`src/sv/cifp_pkg.sv`:
```
// constants and helpers for the compressed integer field parser
package cifp_pkg;

	// flag thresholds that select the compressed word length
	localparam logic [7:0] FlagTwo   = 8'h80;
	localparam logic [7:0] FlagThree = 8'hC0;
	localparam logic [7:0] FlagFour  = 8'hE0;
	localparam logic [7:0] FlagFive  = 8'hF0;

	// value masks per compressed length
	localparam logic [63:0] MaskOne   = 64'h0000_0000_0000_00FF;
	localparam logic [63:0] MaskTwo   = 64'h0000_0000_0000_7FFF;
	localparam logic [63:0] MaskThree = 64'h0000_0000_003F_FFFF;
	localparam logic [63:0] MaskFour  = 64'h0000_0000_1FFF_FFFF;
	localparam logic [63:0] MaskFive  = 64'h0000_0000_FFFF_FFFF;

	// bytes of the plain low word in pair mode
	localparam logic [3:0] LowWordBytes = 4'd4;

	// output tuser codes
	localparam logic STATUS_DONE       = 1'b0;
	localparam logic STATUS_INCOMPLETE = 1'b1;

	// compressed word length, 1 to 5, from the leading ones of the flag
	function automatic logic [2:0] length_of_flag(input logic [7:0] flag);
		logic [2:0] len;
		if (flag < FlagTwo)
			len = 3'd1;
		else if (flag < FlagThree)
			len = 3'd2;
		else if (flag < FlagFour)
			len = 3'd3;
		else if (flag < FlagFive)
			len = 3'd4;
		else
			len = 3'd5;
		return len;
	endfunction

	// mask applied once the compressed word is complete
	function automatic logic [63:0] mask_of_length(input logic [2:0] len);
		logic [63:0] m;
		case (len)
			3'd1:    m = MaskOne;
			3'd2:    m = MaskTwo;
			3'd3:    m = MaskThree;
			3'd4:    m = MaskFour;
			default: m = MaskFive;
		endcase
		return m;
	endfunction

endpackage

```
`src/sv/compressed_integer_field_parser.sv`:
```
// prefix-length integer field parser, byte stream in, decoded fields out
// output: a field's result appears in the cycle after its last byte transfer
// throughput: one byte per cycle; field state and the output register update together
// input stalls only while the output register holds a result that is not taken
// reset: asynchronous, clears field state except the accumulator, and the output valid
// no clearing pass; ready for bytes as soon as reset is released
module compressed_integer_field_parser
	import cifp_pkg::*;
(
	input  logic        clk,
	input  logic        arst_n,
	input  logic        s_axis_tvalid,
	output logic        s_axis_tready,
	input  logic [7:0]  s_axis_tdata,  // [7:0] data_byte
	input  logic [0:0]  s_axis_tuser,  // [0] func
	input  logic        s_axis_tlast,  // buffer_end
	output logic        m_axis_tvalid,
	input  logic        m_axis_tready,
	output logic [71:0] m_axis_tdata,  // [63:0] decoded_value, [67:64] field_length, rest zero
	output logic [0:0]  m_axis_tuser   // [0] status
);

	// field state
	logic [3:0]  seen_q;
	logic [2:0]  exp_len_q;
	logic [63:0] acc_q;
	logic        pair_q;

	// output register
	logic        out_valid_q;
	logic        out_status_q;
	logic [63:0] out_value_q;
	logic [3:0]  out_len_q;

	logic        in_xfer;
	logic        first;
	logic [2:0]  exp_len;
	logic        pair;
	logic [63:0] acc_shift;
	logic [63:0] acc_next;
	logic [3:0]  seen_next;
	logic [3:0]  total;
	logic        done;
	logic        emit;

	assign s_axis_tready = !out_valid_q || m_axis_tready;
	assign in_xfer       = s_axis_tvalid && s_axis_tready;

	// next field state from the current byte
	always_comb begin
		first     = (seen_q == 4'd0);
		exp_len   = first ? length_of_flag(s_axis_tdata) : exp_len_q;
		pair      = first ? s_axis_tuser[0] : pair_q;
		acc_shift = {(first ? 56'd0 : acc_q[55:0]), s_axis_tdata};
		seen_next = seen_q + 4'd1;
		acc_next  = (seen_next == {1'b0, exp_len}) ?
			(acc_shift & mask_of_length(exp_len)) : acc_shift;
		total     = {1'b0, exp_len} + (pair ? LowWordBytes : 4'd0);
		done      = (seen_next == total);
		emit      = done || s_axis_tlast;
	end

	// field state registers
	always_ff @(posedge clk or negedge arst_n) begin
		if (!arst_n) begin
			seen_q    <= 4'd0;
			exp_len_q <= 3'd0;
			pair_q    <= 1'b0;
		end else if (in_xfer) begin
			if (emit) begin
				seen_q    <= 4'd0;
				exp_len_q <= 3'd0;
				pair_q    <= 1'b0;
			end else begin
				seen_q    <= seen_next;
				exp_len_q <= exp_len;
				pair_q    <= pair;
			end
		end
	end

	// accumulator needs no reset, the first byte of a field reloads it
	always_ff @(posedge clk) begin
		if (in_xfer)
			acc_q <= acc_next;
	end

	// output valid
	always_ff @(posedge clk or negedge arst_n) begin
		if (!arst_n)
			out_valid_q <= 1'b0;
		else if (in_xfer && emit)
			out_valid_q <= 1'b1;
		else if (m_axis_tready)
			out_valid_q <= 1'b0;
	end

	// output payload
	always_ff @(posedge clk) begin
		if (in_xfer && emit) begin
			if (done) begin
				out_status_q <= STATUS_DONE;
				out_value_q  <= acc_next;
				out_len_q    <= total;
			end else begin
				out_status_q <= STATUS_INCOMPLETE;
				out_value_q  <= 64'd0;
				out_len_q    <= 4'd0;
			end
		end
	end

	assign m_axis_tvalid = out_valid_q;
	assign m_axis_tdata  = {4'd0, out_len_q, out_value_q};
	assign m_axis_tuser  = out_status_q;

	// input only stalls behind a held result
	a_stall_cause: assert property (@(posedge clk) disable iff (!arst_n)
		!s_axis_tready |-> m_axis_tvalid)
		else $error("input stalled with empty output register");

	// a result always returns the parser to field start
	a_restart: assert property (@(posedge clk) disable iff (!arst_n)
		(in_xfer && emit) |=> (seen_q == 4'd0))
		else $error("parser not at field start after a result");

	// the byte count never passes the longest field
	a_seen_range: assert property (@(posedge clk) disable iff (!arst_n)
		seen_q < 4'd9)
		else $error("byte count out of range");

	// complete results have a length of one to nine bytes
	a_done_len: assert property (@(posedge clk) disable iff (!arst_n)
		(m_axis_tvalid && m_axis_tuser[0] == STATUS_DONE) |->
		(m_axis_tdata[67:64] != 4'd0 && m_axis_tdata[67:64] < 4'd10))
		else $error("complete field with bad length");

	// incomplete results carry zero value and length
	a_incomplete_zero: assert property (@(posedge clk) disable iff (!arst_n)
		(m_axis_tvalid && m_axis_tuser[0] == STATUS_INCOMPLETE) |->
		(m_axis_tdata == 72'd0))
		else $error("incomplete field with nonzero payload");

endmodule
```
`config.mk`:
```
export PLATFORM = sky130hd
export DESIGN_NAME = compressed_integer_field_parser
export DESIGN_NICKNAME = d
export VERILOG_FILES = /design/src/sv/cifp_pkg.sv /design/src/sv/compressed_integer_field_parser.sv
export SDC_FILE = /design/constraint.sdc
export NUM_CORES = 1
export LEC_CHECK = 0
export CAP_MARGIN = 25
export CELL_PAD_IN_SITES_DETAIL_PLACEMENT = 1
export CELL_PAD_IN_SITES_GLOBAL_PLACEMENT = 1
export CORE_MARGIN = 2
export CORE_UTILIZATION = 45
export DETAILED_ROUTE_END_ITERATION = 10
export DONT_BUFFER_PORTS = 1
export HOLD_SLACK_MARGIN = 0.15
export PLACE_DENSITY_LB_ADDON = 0.3
export SYNTH_ARGS = -nofsm -noshare
export SYNTH_HDL_FRONTEND = slang
export SYNTH_SLANG_ARGS = --single-unit
```
`constraint.sdc`:
```
create_clock -name clk -period 8 [get_ports clk]
set_input_delay 1.6 -clock clk [delete_from_list [all_inputs] [get_ports clk]]
set_output_delay 1.6 -clock clk [all_outputs]
set_load 0.05 [all_outputs]
```
; Word-level counts from Yosys, hierarchy flattened
; Cells that the tools add are included.
[classes]
add_sub_neg = 2
magnitude_cmp = 4
eq_ne = 6
n_mux = 16
bitwise_logic = 1
reduce_logical = 7
[ops]
columns = operator, n
row1 = $pmux 32 s4, 1
row2 = $and 64x64->64, 1
row3 = $mux 64, 1
row4 = $mux 56, 1
row5 = $lt 8x8->1 const B, 4
row6 = $mux 3, 6
row7 = $eq 3x2->1 const B, 2
row8 = $mux 1, 6
row9 = $add 3x3->4, 1
row10 = $add 4x1->4 const B, 1
row11 = $eq 4x3->1, 1
row12 = $eq 4x4->1, 1
row13 = $logic_not 4->1, 1
row14 = $mux 4, 1
row15 = $eq 3x1->1 const B, 1
row16 = $eq 3x3->1 const B, 1
row17 = $logic_and 1x1->1, 2
row18 = $logic_or 1x1->1, 2
row19 = $reduce_bool 2->1, 1
row20 = $logic_not 1->1, 1
[totals]
reg_bits = 134
in_bits = 14
out_inout_bits = 75

; Logic depth before layout (Yosys ltp)
; Gate-level depths: netlist of the first run.
[depth]
ltp_word = 11
depth_mapped = 15
ltp_nobuf = 12

; Least setup slack after synthesis of the first run
; OpenSTA, ideal clock, no wires.
[synth_path]
kind = input port to flip-flop
start = input port s_axis_tdata[5]
end = register out_status_q, in the netlist m_axis_tuser, enable pin
setup_time_ns = 0.519
arrival_time_ns = 6.604
slack_ns = 0.877
stages = 11
path_buffers = 1
path_cell_list = and3_1 -> mux2i_1 -> inv_1 -> ha_1 -> xnor2_1 -> xnor2_1 -> and2_1 -> o211a_4 -> inv_2 -> buf_6 -> a21oi_1
[synth_between]
elab_chain_len = 10
[synth_lines]
columns = element, line_no
row1 = "start, declared", compressed_integer_field_parser.sv:14  ; input logic [7:0] s_axis_tdata,
row2 = $lt 8x8->1, cifp_pkg.sv:33  ; else if (flag < FlagFive)
row3 = $mux 1, cifp_pkg.sv:33
row4 = $mux 3, cifp_pkg.sv:31  ; else if (flag < FlagFour)
row5 = $mux 3, cifp_pkg.sv:29  ; else if (flag < FlagThree)
row6 = $mux 3 *, cifp_pkg.sv:27  ; if (flag < FlagTwo)
row7 = $mux 3 *, compressed_integer_field_parser.sv:52  ; exp_len = first ? length_of_flag(s_axis_tdata) : exp_len_q;
row8 = $add 3x3->4 *, compressed_integer_field_parser.sv:58  ; total = {1'b0, exp_len} + (pair ? LowWordBytes : 4'd0);
row9 = net total[3], compressed_integer_field_parser.sv:42  ; logic [3:0] total;
row10 = $eq 4x4->1 *, compressed_integer_field_parser.sv:59  ; done = (seen_next == total);
row11 = $logic_or 1x1->1 *, compressed_integer_field_parser.sv:60  ; emit = done || s_axis_tlast;
row12 = $logic_and 1x1->1 *, compressed_integer_field_parser.sv:100  ; if (in_xfer && emit) begin
row13 = "end signal, assigned", compressed_integer_field_parser.sv:102  ; out_status_q <= STATUS_DONE;
row14 = "end signal, assigned", compressed_integer_field_parser.sv:106  ; out_status_q <= STATUS_INCOMPLETE;
row15 = "end, declared", compressed_integer_field_parser.sv:31  ; logic out_status_q;
; The timed path passes the listed nets; every way through them passes the cells marked *.
; A chain may end at the register's enable or synchronous reset.

; Final worst setup path of the first run
[layout_path]
start = register seen_q[0]
end = register out_value_q[46], enable pin
[layout_between]
elab_chain_len = 7
[layout_lines]
columns = element, line_no
row1 = "start, declared", compressed_integer_field_parser.sv:24  ; logic [3:0] seen_q;
row2 = "start signal, assigned", compressed_integer_field_parser.sv:75  ; seen_q <= seen_next;
row3 = $logic_not 4->1 *, compressed_integer_field_parser.sv:51  ; first = (seen_q == 4'd0);
row4 = $mux 1, compressed_integer_field_parser.sv:53  ; pair = first ? s_axis_tuser[0] : pair_q;
row5 = $mux 3, compressed_integer_field_parser.sv:58
row6 = $add 3x3->4 *, compressed_integer_field_parser.sv:58
row7 = net total[3], compressed_integer_field_parser.sv:42
row8 = $eq 4x4->1 *, compressed_integer_field_parser.sv:59
row9 = $logic_or 1x1->1 *, compressed_integer_field_parser.sv:60
row10 = $logic_and 1x1->1 *, compressed_integer_field_parser.sv:100
row11 = "end signal, assigned", compressed_integer_field_parser.sv:103  ; out_value_q <= acc_next;
row12 = "end, declared", compressed_integer_field_parser.sv:32  ; logic [63:0] out_value_q;
; Marks and branches as above.

==> summary.txt, run 1 <==
Global routing
  • Largest net degree at the start of global routing: 62
  • First-pass GRT wire length: around 19000 um
  • Initial antenna violation count: 0
  • Grt ovf: 0
  • Vias in the first global route: about 3400
  • Gr usage total: a little under a fifth

Logic synthesis
  • Synth Warn #: 0
  • Async SR Flop Fraction: under 10%
  • Sequential share of the synthesized area: 67.7%
  • Post-synthesis cell area: 0.00588 mm2
  • EDFF count, synth: between 100 and 150
  • Post-synthesis cell count: 424
  • Synth unique cells: 45
  • Most instantiated library cell after synthesis: edfxtp_1
  • Post-synth top cells: edfxtp_1, nor3_1, inv_1
  • Top-area cell type share of the netlist area: between 60% and 70%
  • Avg Cell Area, Syn: about 14 um2
  • Synth area leader: edfxtp_1
  • Dominant synthesized flop cell: edfxtp_1
  • Largest cells by area after synthesis: edfxtp_1, a211oi_2, dfrtp_1
  • #FFs+latches synth: 134

Worst setup path
  • Critical Path AT: slightly below 5 ns
  • Critical path endpoint category: flop
  • Cells on worst reg2reg path: 14
  • Critical Path RT: approximately 8 ns
  • Worst setup SP type: flop
  • Crit path max fanout: 60
  • Worst Path Class, Setup: reg -> reg

Die
  • Die width: 118 um
  • Number of top-level pins: between 80 and 90
  • Initial Utilization: between 40% and 50%
  • CORE AREA: between 0.01 and 0.015 mm2
  • Die area: around 0.014 mm2
  • Row count: 41
  • Die height: approximately 120 um

Clock tree
  • Sink Count: ~130
  • Clk_lat worst skew: between 0.4 and 0.5 ns
  • Post-CTS setup buffers: 0
  • Clk pin slew, worst setup/hold paths: ~0.06 ns
  • CTS tree: built
  • Root buf cell: clkbuf_16
  • CTS Buffer Depth: 2
  • CTS H-tree lvls: 4
  • CTS-repair resized insts: 0
  • Cts hold-fix bufs: 0
  • Num CTS Buffers: 17

Power and ir drop
  • Maximum VDD drop: around 370 uV
  • Cell Pwr Density: about 490 mW/mm2
  • Leakage: roughly 2.3 nW

Place
  • Post-DP HPWL: 7450 um
  • DP Area: 0.00595 mm2
  • Placed cells: 568
  • Number of port buffers: 0
  • Final GP Congestion: 0.793

STA
  • Fin crit share: between 60% and 70%
  • Layout Skew: 0.0218 ns
  • Rel. slew slack: 34.0%
  • Worst-margin pin slew: between 0.9 and 1 ns
  • Setup-failing EPs final: 0
  • WHS: 0.515 ns
  • Final hold violation count: 0
  • TNS Setup: 0 ns
  • RSZ-0062 raised after global routing: false
  • F_max: slightly above 0.2 GHz
  • Fin. max-slew vios: 0
  • Tmin final: around 5 ns

Outcome
  • Status: completed

Run
  • Max Cap Viol: 0

Route
  • Routed Antenna Nets: 0
  • Residual DRC: 0
  • Routed len/inst: between 15 and 20 um
  • Drt via density: 5.41
  • Drt first-iter violations: approximately 160
  • WL final: ~12000 um
  • Initial DRT Pass Iterations: 5
  • Routed via count: ~3200

Layout
  • Share of post-route cells with drive strength above 1: between 10% and 20%
  • Final Instance Count excl. Fillers: around 600
  • Final design utilization: roughly half
  • Fillers: between 1000 and 1500
  • Ant diodes: 0
  • Nets@finish: roughly 430
  • Layout area overhead: 11.7%
  • Cell area after layout: around 0.0066 mm2

Worst hold path
  • Worst hold-check path type: reg -> reg
  • Cell count of the worst hold path: 1
-- final timing paths --
kind,slack [ns],end,from
setup / recovery,3.13,out_value_q[46],seen_q[0]
hold / removal,0.52,out_value_q[56],acc_q[48]
setup reg to reg,3.13,out_value_q[46],seen_q[0]
hold reg to reg,0.52,out_value_q[56],acc_q[48]
max in group asynchronous,7.07,seen_q[3],arst_n
min in group asynchronous,0.86,m_axis_tvalid,arst_n
-- flip-flops by register name, summed over array words and instances (netlist names) --
register,cells
exp_len_q,3
m_axis_tvalid,1
out_value_q,64
m_axis_tuser,1
pair_q,1
out_len_q,4
acc_q,56
seen_q,4
-- layer usage --
layer  vias to the layer above  wire length, um  GRT usage [%]  part of all wire (%)
met4                         0              180           7.38                   1.5
met1                      1616             5280           23.1                    44
li1                       1526                -              -                     -
met5                         -                0              0                     0
met3                        13              593           6.32                   5.0
met2                        88             5910           29.0                    49
-- worst max-delay path, stage by stage, from the launching register on --
cell	delay (ns)
dfrtp_1	0.48
inv_1	0.10
ha_1	0.15
nor3b_4	0.16
buf_4	0.52
mux2i_1	0.45
inv_1	0.12
ha_1	0.22
xnor2_1	0.17
xnor2_1	0.15
and2_1	0.27
o211a_4	0.28
inv_2	0.24
a21oi_4	0.39
buf_4	0.65
-- power breakdown --
part	internal [mW]	total [mW]	switching, mW
registers	1.03	1.38	0.346
logic	0.252	1.02	0.768
clock network	0.518	0.806	0.288
-- cell usage in the layout, fill, tap and decap left out, types with 2 or more instances in the layout --
| master | synthesis | routed |
|---|---|---|
| o2111a_1 | 2 | 2 |
| and3_1 | 2 | 2 |
| dfrtp_1 | 9 | 9 |
| clkinv_2 | 0 | 3 |
| and2_1 | 22 | 22 |
| clkinv_4 | 0 | 3 |
| xnor2_1 | 6 | 6 |
| nor2_1 | 7 | 7 |
| a32o_1 | 3 | 3 |
| nand2b_1 | 2 | 2 |
| mux2i_1 | 2 | 2 |
| ha_1 | 3 | 3 |
| a21oi_1 | 21 | 20 |
| a31oi_1 | 7 | 7 |
| xor2_1 | 5 | 5 |
| o21a_2 | 1 | 2 |
| edfxtp_1 | 125 | 125 |
| inv_2 | 1 | 2 |
| o2111ai_1 | 3 | 3 |
| inv_1 | 37 | 36 |
| a211oi_2 | 30 | 30 |
| bufinv_16 | 0 | 4 |
| nand2_1 | 24 | 24 |
| nor3_2 | 8 | 8 |
| o31ai_1 | 2 | 2 |
| nor3_1 | 44 | 44 |
| conb_1 | 1 | 4 |
| nand3_1 | 4 | 4 |
| clkbuf_16 | 0 | 17 |
| buf_4 | 5 | 7 |
-- final cells by class --
type                    count  area [um2]  share of cell area [%]
clock buffers              18         429                    6.54
clock inverters            13         181                    2.76
inverters                  38         143                    2.17
multi-input cells         217        1560                    23.8
flip-flops and latches    134        3980                    60.6
well taps                 172         215                    3.28
repair buffers              7        52.6                   0.801
-- metrics by stage --
| step | setup WS, ns | power, mW |
|---|---|---|
| 2_1_floorplan | 0.877 | 2.27 |
| 3_3_place_gp | 3.09 | 2.36 |
| 3_5_place_dp | 2.94 | 2.42 |
| 4_1_cts | 3.16 | 3.24 |
| 5_1_grt | 2.74 | 3.38 |
| 6_report | 3.13 | 3.21 |
-- cells by family (layout without fill, tap and decap cells) --
group	count (synthesis)	count (layout)	synth area share (%)
mux	2	2	0.341
simple gates	118	118	10.9
fa+ha+maj	3	3	0.639
flops	134	134	67.7
xor+xnor	11	11	1.64
compound gates	79	79	12.4
other cells	1	4	0.0638
buf+inv	76	76	6.30
Note: power is estimated with default switching activity, not from simulation.
==> run 2: changes to the inputs <==
Clock period 8 ns to 4.4 ns, I/O delays scaled along.
==> summary.txt, run 2 (synthesis gave the netlist of run 1 again) <==
Route
  • Routed via count: 3272 (+0.89%)
  • WL final: 11600 um (-2.7%)
  • Initial DRT Pass Iterations: 4 (-1)
  • Drt via density: 5.41 (-0.11%)
  • Drt first-iter violations: 155 (-1.3%)
  • Residual DRC: 0 (unchanged)
  • Routed len/inst: 19.2 um (-3.7%)
  • Routed Antenna Nets: 0 (unchanged)

Die
  • Row count: 41 (unchanged)
  • Die area: 0.0140 mm2 (unchanged)
  • CORE AREA: 0.0127 mm2 (unchanged)
  • Number of top-level pins: 89 (unchanged)
  • Die height: 118 um (unchanged)
  • Initial Utilization: 46.4% (unchanged)
  • Die width: 118 um (unchanged)

Clock tree
  • Post-CTS setup buffers: 0 (unchanged)
  • Root buf cell: clkbuf_16
  • Cts hold-fix bufs: 1 (+1)
  • Clk pin slew, worst setup/hold paths: 0.06 ns (about the same)
  • CTS H-tree lvls: 4 (unchanged)
  • CTS tree: built
  • CTS-repair resized insts: 0 (unchanged)
  • Sink Count: 134 (unchanged)
  • CTS Buffer Depth: 2 (unchanged)
  • Num CTS Buffers: 17 (unchanged)
  • Clk_lat worst skew: 0.42 ns (about the same)

Power and ir drop
  • Net switching power: 2.54 mW (+81%)
  • Maximum VDD drop: 439 uV (+20%)
  • Cell Pwr Density: 894 mW/mm2 (+83%)
  • Tot Pwr: 5.95 mW (+85%)
  • Leakage: 2.31 nW (+2.0%)
  • Flop pwr share: 42.2% (-0.8 points)
  • Switch share: 42.8% (-0.96 points)
  • Comb power frac: 32.3% (+0.5 points)
  • P_int: 3.40 mW (+89%)
  • Clock power share: 25.5% (+0.3 points)

Worst setup path
  • Critical path endpoint category: flop
  • Slowest stage cell, crit path: buf_4
  • Critical Path Max Stage Delay: 0.54 ns (-0.11 ns)
  • Crit path max fanout: 44 (-27%)
  • Worst Path Class, Setup: reg -> reg
  • Critical Path AT: 3.99 ns (-0.92 ns)
  • Worst setup SP type: flop
  • Crit-path cells: inv_1 -> ha_1 -> nor3b_4 -> buf_4 -> nand2_1 -> nand2_1 -> ha_1 -> xnor2_1 -> xnor2_1 -> and2_1 -> o211a_4 -> inv_2 -> a21oi_4 -> buf_4
  • Buf/Inv on CP: 4 (-1)
  • Critical Path RT: 4.45 ns (-3.59 ns)
  • CP delay by family, top: buffers and inverters

Layout
  • Layout area overhead: 13.2%
  • Number of flip-flops in the largest register: 64 (unchanged)
  • Ant diodes: 0 (unchanged)
  • Commonest non-fill, non-tap cell in the layout: edfxtp_1
  • Nets@finish: 437 (+1.2%)
  • Largest Register: out_value_q
  • Share of post-route cells with drive strength above 1: 20.1% (+0.42 points)
  • Top Registers: out_value_q x64, acc_q x56
  • Most frequent cells in the layout: edfxtp_1, nor3_1, inv_1

Place
  • Post-DP HPWL: 7410 um (-0.54%)
  • Final GP Congestion: 0.886 (+12%)
  • Number of port buffers: 0 (unchanged)

Run
  • Max Cap Viol: 0 (unchanged)

Worst hold path
  • Worst hold-check path type: reg -> reg

STA
  • Layout Skew: 0.00803 ns (-0.0138 ns)
  • Tmin final: 3.94 ns (-0.931 ns)
  • Fin crit share: 89.6% (+29 points)
  • Fin. max-slew vios: 0 (unchanged)
  • TNS Setup: 0 ns (unchanged)
  • Setup-failing EPs final: 0 (unchanged)
  • F_max: 0.254 GHz (+24%)
  • Worst-margin pin slew: 0.715 ns (-0.275 ns)
  • RSZ-0062 raised after global routing: false
  • Rel. slew slack: 52.3% (+18 points)
  • Final hold violation count: 0 (unchanged)

Global routing
  • Vias in the first global route: 3394 (-0.93%)
  • First-pass GRT wire length: 18400 um (-4.9%)
  • Largest net degree at the start of global routing: 45 (-27%)
  • Initial antenna violation count: 0 (unchanged)
  • Gr usage total: 17.5% (-0.78 points)
  • Grt ovf: 0 (unchanged)

Outcome
  • Status: completed
run 2: cell types whose count changed in the layout (fill, tap and decap cells not counted), sizes merged:
cell and change:
buf +4, bufinv +1, clkinv +1, clkinvlp -1
dlygate4sd3 +1
run 2: power by group through the flow:
stage | clock, mW | sequential [mW] | combinational [mW]
after global routing | 1.59 | 2.54 | 2.11
after CTS | 1.54 | 2.51 | 1.95
after floorplan | 0 | 2.47 | 1.65
after global placement | 0 | 2.53 | 1.86
final | 1.52 | 2.51 | 1.92
after detailed placement | 0 | 2.53 | 1.93
run 2: metal layers:
metal / GRT usage (%) / up-vias / share of wire [%]
met5: 0 / - / 0
met4: 7.91 / 0 / 1.5
met3: 6.13 / 13 / 5.5
met2: 29.0 / 86 / 52
met1: 20.6 / 1631 / 41
li1: - / 1542 / -
run 2: per-stage QoR:
stage | utilization (%) | area, um2 | hold slack [ns] | cells | setup WS [ns]
CTS | 52.5 | 6650 | 0.514 | 605 | 0.421
detailed placement | 47.4 | 6010 | 0.497 | 572 | 0.455
floorplan | - | 5900 | 0.466 | 427 | 0.279
global route | 52.5 | 6650 | 0.532 | 605 | 0.166
finish | 52.5 | 6650 | 0.519 | 605 | 0.459
global placement | 47.4 | 6010 | 0.494 | 572 | 0.721
run 2: worst paths after layout:
kind	endpoint	cells past startpoint	start	slack, ns
max	out_value_q[20]	14	seen_q[0]	0.46
min	out_value_q[57]	1	acc_q[49]	0.52
max reg2reg	out_value_q[20]	14	seen_q[0]	0.46
min reg2reg	out_value_q[57]	1	acc_q[49]	0.52
max in group asynchronous	seen_q[0]	1	arst_n	3.24
min in group asynchronous	seen_q[3]	1	arst_n	0.85
run 2: layout make-up:
cell class              count  area (um2)
fillers                  1247        6020
flip-flops and latches    134        3980
multi-input cells         217        1560
clock buffers              18         429
well taps                 172         215
clock inverters            14         206
inverters                  38         143
repair buffers             12         118
==> run 3: changes to the inputs <==
Settings changed: BUFFER_PORTS_ARGS set to -buffer_cell sky130_fd_sc_hd__buf_4, CORE_UTILIZATION 45 to 42, DONT_BUFFER_PORTS 1 to not set.
==> summary.txt, run 3 (synthesis gave the netlist of run 1 again) <==
Outcome
  • Status: completed

Global routing
  • Largest net degree at the start of global routing: 40 (-11%)
  • Gr usage total: 18.4% (+0.83 points)
  • Initial antenna violation count: 0 (unchanged)
  • Vias in the first global route: 3866 (+14%)
  • First-pass GRT wire length: 20300 um (+10%)
  • Grt ovf: 0 (unchanged)

Worst setup path
  • Cells on worst reg2reg path: 14 (unchanged)
  • Critical Path RT: 4.46 ns (about the same)
  • Worst Path Class, Setup: reg -> reg
  • Worst setup SP type: flop
  • Crit path max fanout: 39 (-11%)
  • Launching point of the worst reg2reg path: seen_q[0]
  • Critical Path AT: 3.85 ns (-0.14 ns)
  • Critical path endpoint category: flop
  • R2r setup slk: 0.62 ns (+0.16 ns)
  • Reg2reg end: out_value_q[35]

Route
  • Routed via count: 3596 (+9.9%)
  • WL final: 12500 um (+7.3%)
  • Initial DRT Pass Iterations: 6 (+2)
  • Routed len/inst: 17.9 um (-6.9%)
  • Drt first-iter violations: 229 (+48%)
  • Residual DRC: 0 (unchanged)
  • Routed Antenna Nets: 0 (unchanged)
  • Drt via density: 5.16 (-4.6%)

STA
  • Fin crit share: 86.0% (-3.6 points)
  • TNS Setup: 0 ns (unchanged)
  • F_max: 0.264 GHz (+4.1%)
  • Final hold violation count: 0 (unchanged)
  • RSZ-0062 raised after global routing: false
  • Fin. max-slew vios: 0 (unchanged)
  • Setup-failing EPs final: 0 (unchanged)
  • Tmin final: 3.78 ns (-0.156 ns)
  • Layout Skew: 0.0107 ns (+0.00271 ns)
  • Worst setup margin: 0.616 ns (+0.156 ns)
  • Worst-margin pin slew: 0.815 ns (+0.100 ns)
  • Rel. slew slack: 45.5% (-6.8 points)

Clock tree
  • CTS-repair resized insts: 0 (unchanged)
  • Root buf cell: clkbuf_16
  • CTS H-tree lvls: 4 (unchanged)
  • CTS tree: built
  • Clk pin slew, worst setup/hold paths: 0.06 ns (about the same)
  • Cts hold-fix bufs: 0 (-1)
  • Sink Count: 134 (unchanged)
  • Post-CTS setup buffers: 0 (unchanged)
  • Clk_lat worst skew: 0.43 ns (about the same)
  • CTS Buffer Depth: 2 (unchanged)
  • Num CTS Buffers: 17 (unchanged)

Die
  • Initial Utilization: 42.7% (-3.7 points)
  • Die width: 122 um (+3.4%)
  • Number of top-level pins: 89 (unchanged)
  • Row count: 43 (+4.9%)
  • Die area: 0.0150 mm2 (+6.9%)
  • CORE AREA: 0.0138 mm2 (+8.7%)
  • Die height: 122 um (+3.4%)

Layout
  • Top Registers: out_value_q x64, acc_q x56
  • Final design utilization: 52.5% (about the same)
  • Largest Register: out_value_q
  • Layout area overhead: 22.9%
  • Most frequent cells in the layout: edfxtp_1, buf_4, nor3_1
  • Share of post-route cells with drive strength above 1: 33.8% (+14 points)
  • Fillers: 1421 (+14%)
  • Nets@finish: 521 (+19%)
  • Cell area after layout: 0.00722 mm2 (+8.6%)
  • Ant diodes: 0 (unchanged)
  • Commonest non-fill, non-tap cell in the layout: edfxtp_1
  • Number of flip-flops in the largest register: 64 (unchanged)

Power and ir drop
  • Leakage: 2.68 nW (+16%)
  • Switch share: 43.6% (+0.87 points)
  • Maximum VDD drop: 448 uV (+2.1%)
  • Flop pwr share: 32.9% (-9.3 points)
  • Net switching power: 2.64 mW (+3.8%)
  • P_int: 3.41 mW (+0.13%)
  • Cell Pwr Density: 837 mW/mm2 (-6.4%)
  • Clock power share: 23.0% (-2.5 points)
  • Comb power frac: 44.1% (+12 points)

Place
  • Dpl ws: 0.572 ns (+0.117 ns)
  • DP Area: 0.00664 mm2 (+11%)
  • Number of port buffers: 84 (+84)
  • Final GP Congestion: 0.806 (-9.0%)
  • Post-DP HPWL: 8140 um (+9.8%)

Run
  • Max Cap Viol: 0 (unchanged)

Worst hold path
  • Worst hold-check path type: in -> async
[run 3: final cells by class]
class                           count  area [um2]  area share [%]
Sequential cell                   134        3980            55.1
Multi-Input combinational cell    217        1560            21.6
Timing Repair Buffer               96         733            10.1
Clock buffer                       18         429            5.94
Tap cell                          180         225            3.12
Clock inverter                     14         153            2.11
Inverter                           38         143            1.97
[run 3: layer usage]
| metal | GRT usage [%] | wire length, um | share of wire (%) |
|---|---|---|---|
| met5 | 0 | 0 | 0 |
| met4 | 7.40 | 216 | 1.7 |
| met3 | 4.83 | 460 | 3.7 |
| met2 | 31.7 | 6640 | 53 |
| met1 | 21.8 | 5170 | 41 |
[run 3: worst max-delay path by stage]
| stage | startpoint | to | slack, ns | cells past startpoint |
|---|---|---|---|---|
| final | seen_q[0] | out_value_q[35] | 0.62 | 14 |
| after global routing | seen_q[0] | out_value_q[36] | 0.26 | 14 |
| after CTS | seen_q[0] | out_value_q[35] | 0.59 | 14 |
| after detailed placement | s_axis_tdata[5] | out_value_q[35] | 0.57 | 12 |
| after global placement | s_axis_tdata[5] | out_value_q[35] | 0.75 | 12 |
| after floorplan | seen_q[0] | m_axis_tuser | 0.28 | 14 |
[run 3: stage by stage]
| stage | instances | hold WS [ns] | total power [mW] |
|---|---|---|---|
| 2_1_floorplan | 427 | 0.466 | 4.12 |
| 3_3_place_gp | 665 | 0.488 | 4.60 |
| 3_5_place_dp | 665 | 0.481 | 4.67 |
| 4_1_cts | 697 | 0.270 | 6.10 |
| 5_1_grt | 697 | 0.268 | 6.37 |
| 6_report | 697 | 0.276 | 6.05 |
[run 3: power by group through the flow]
stage                     Sequential, mW  Combinational [mW]  Clock, mW
after global routing                2.02                2.88       1.47
after detailed placement            2.01                2.66          0
after floorplan                     2.47                1.65          0
final                               1.99                2.67       1.39
after CTS                           1.99                2.69       1.41
after global placement              2.00                2.60          0
[run 3: critical path, cell delays in order (launching register included)]
cell     delay, ns
dfrtp_1       0.48
inv_1         0.10
ha_1          0.17
nor3b_4       0.21
buf_4         0.55
nand2_1       0.11
nand2_1       0.11
ha_1          0.18
xnor2_1       0.14
xnor2_1       0.16
and2_1        0.24
o211a_4       0.27
inv_2         0.08
a21oi_4       0.15
buf_4         0.45
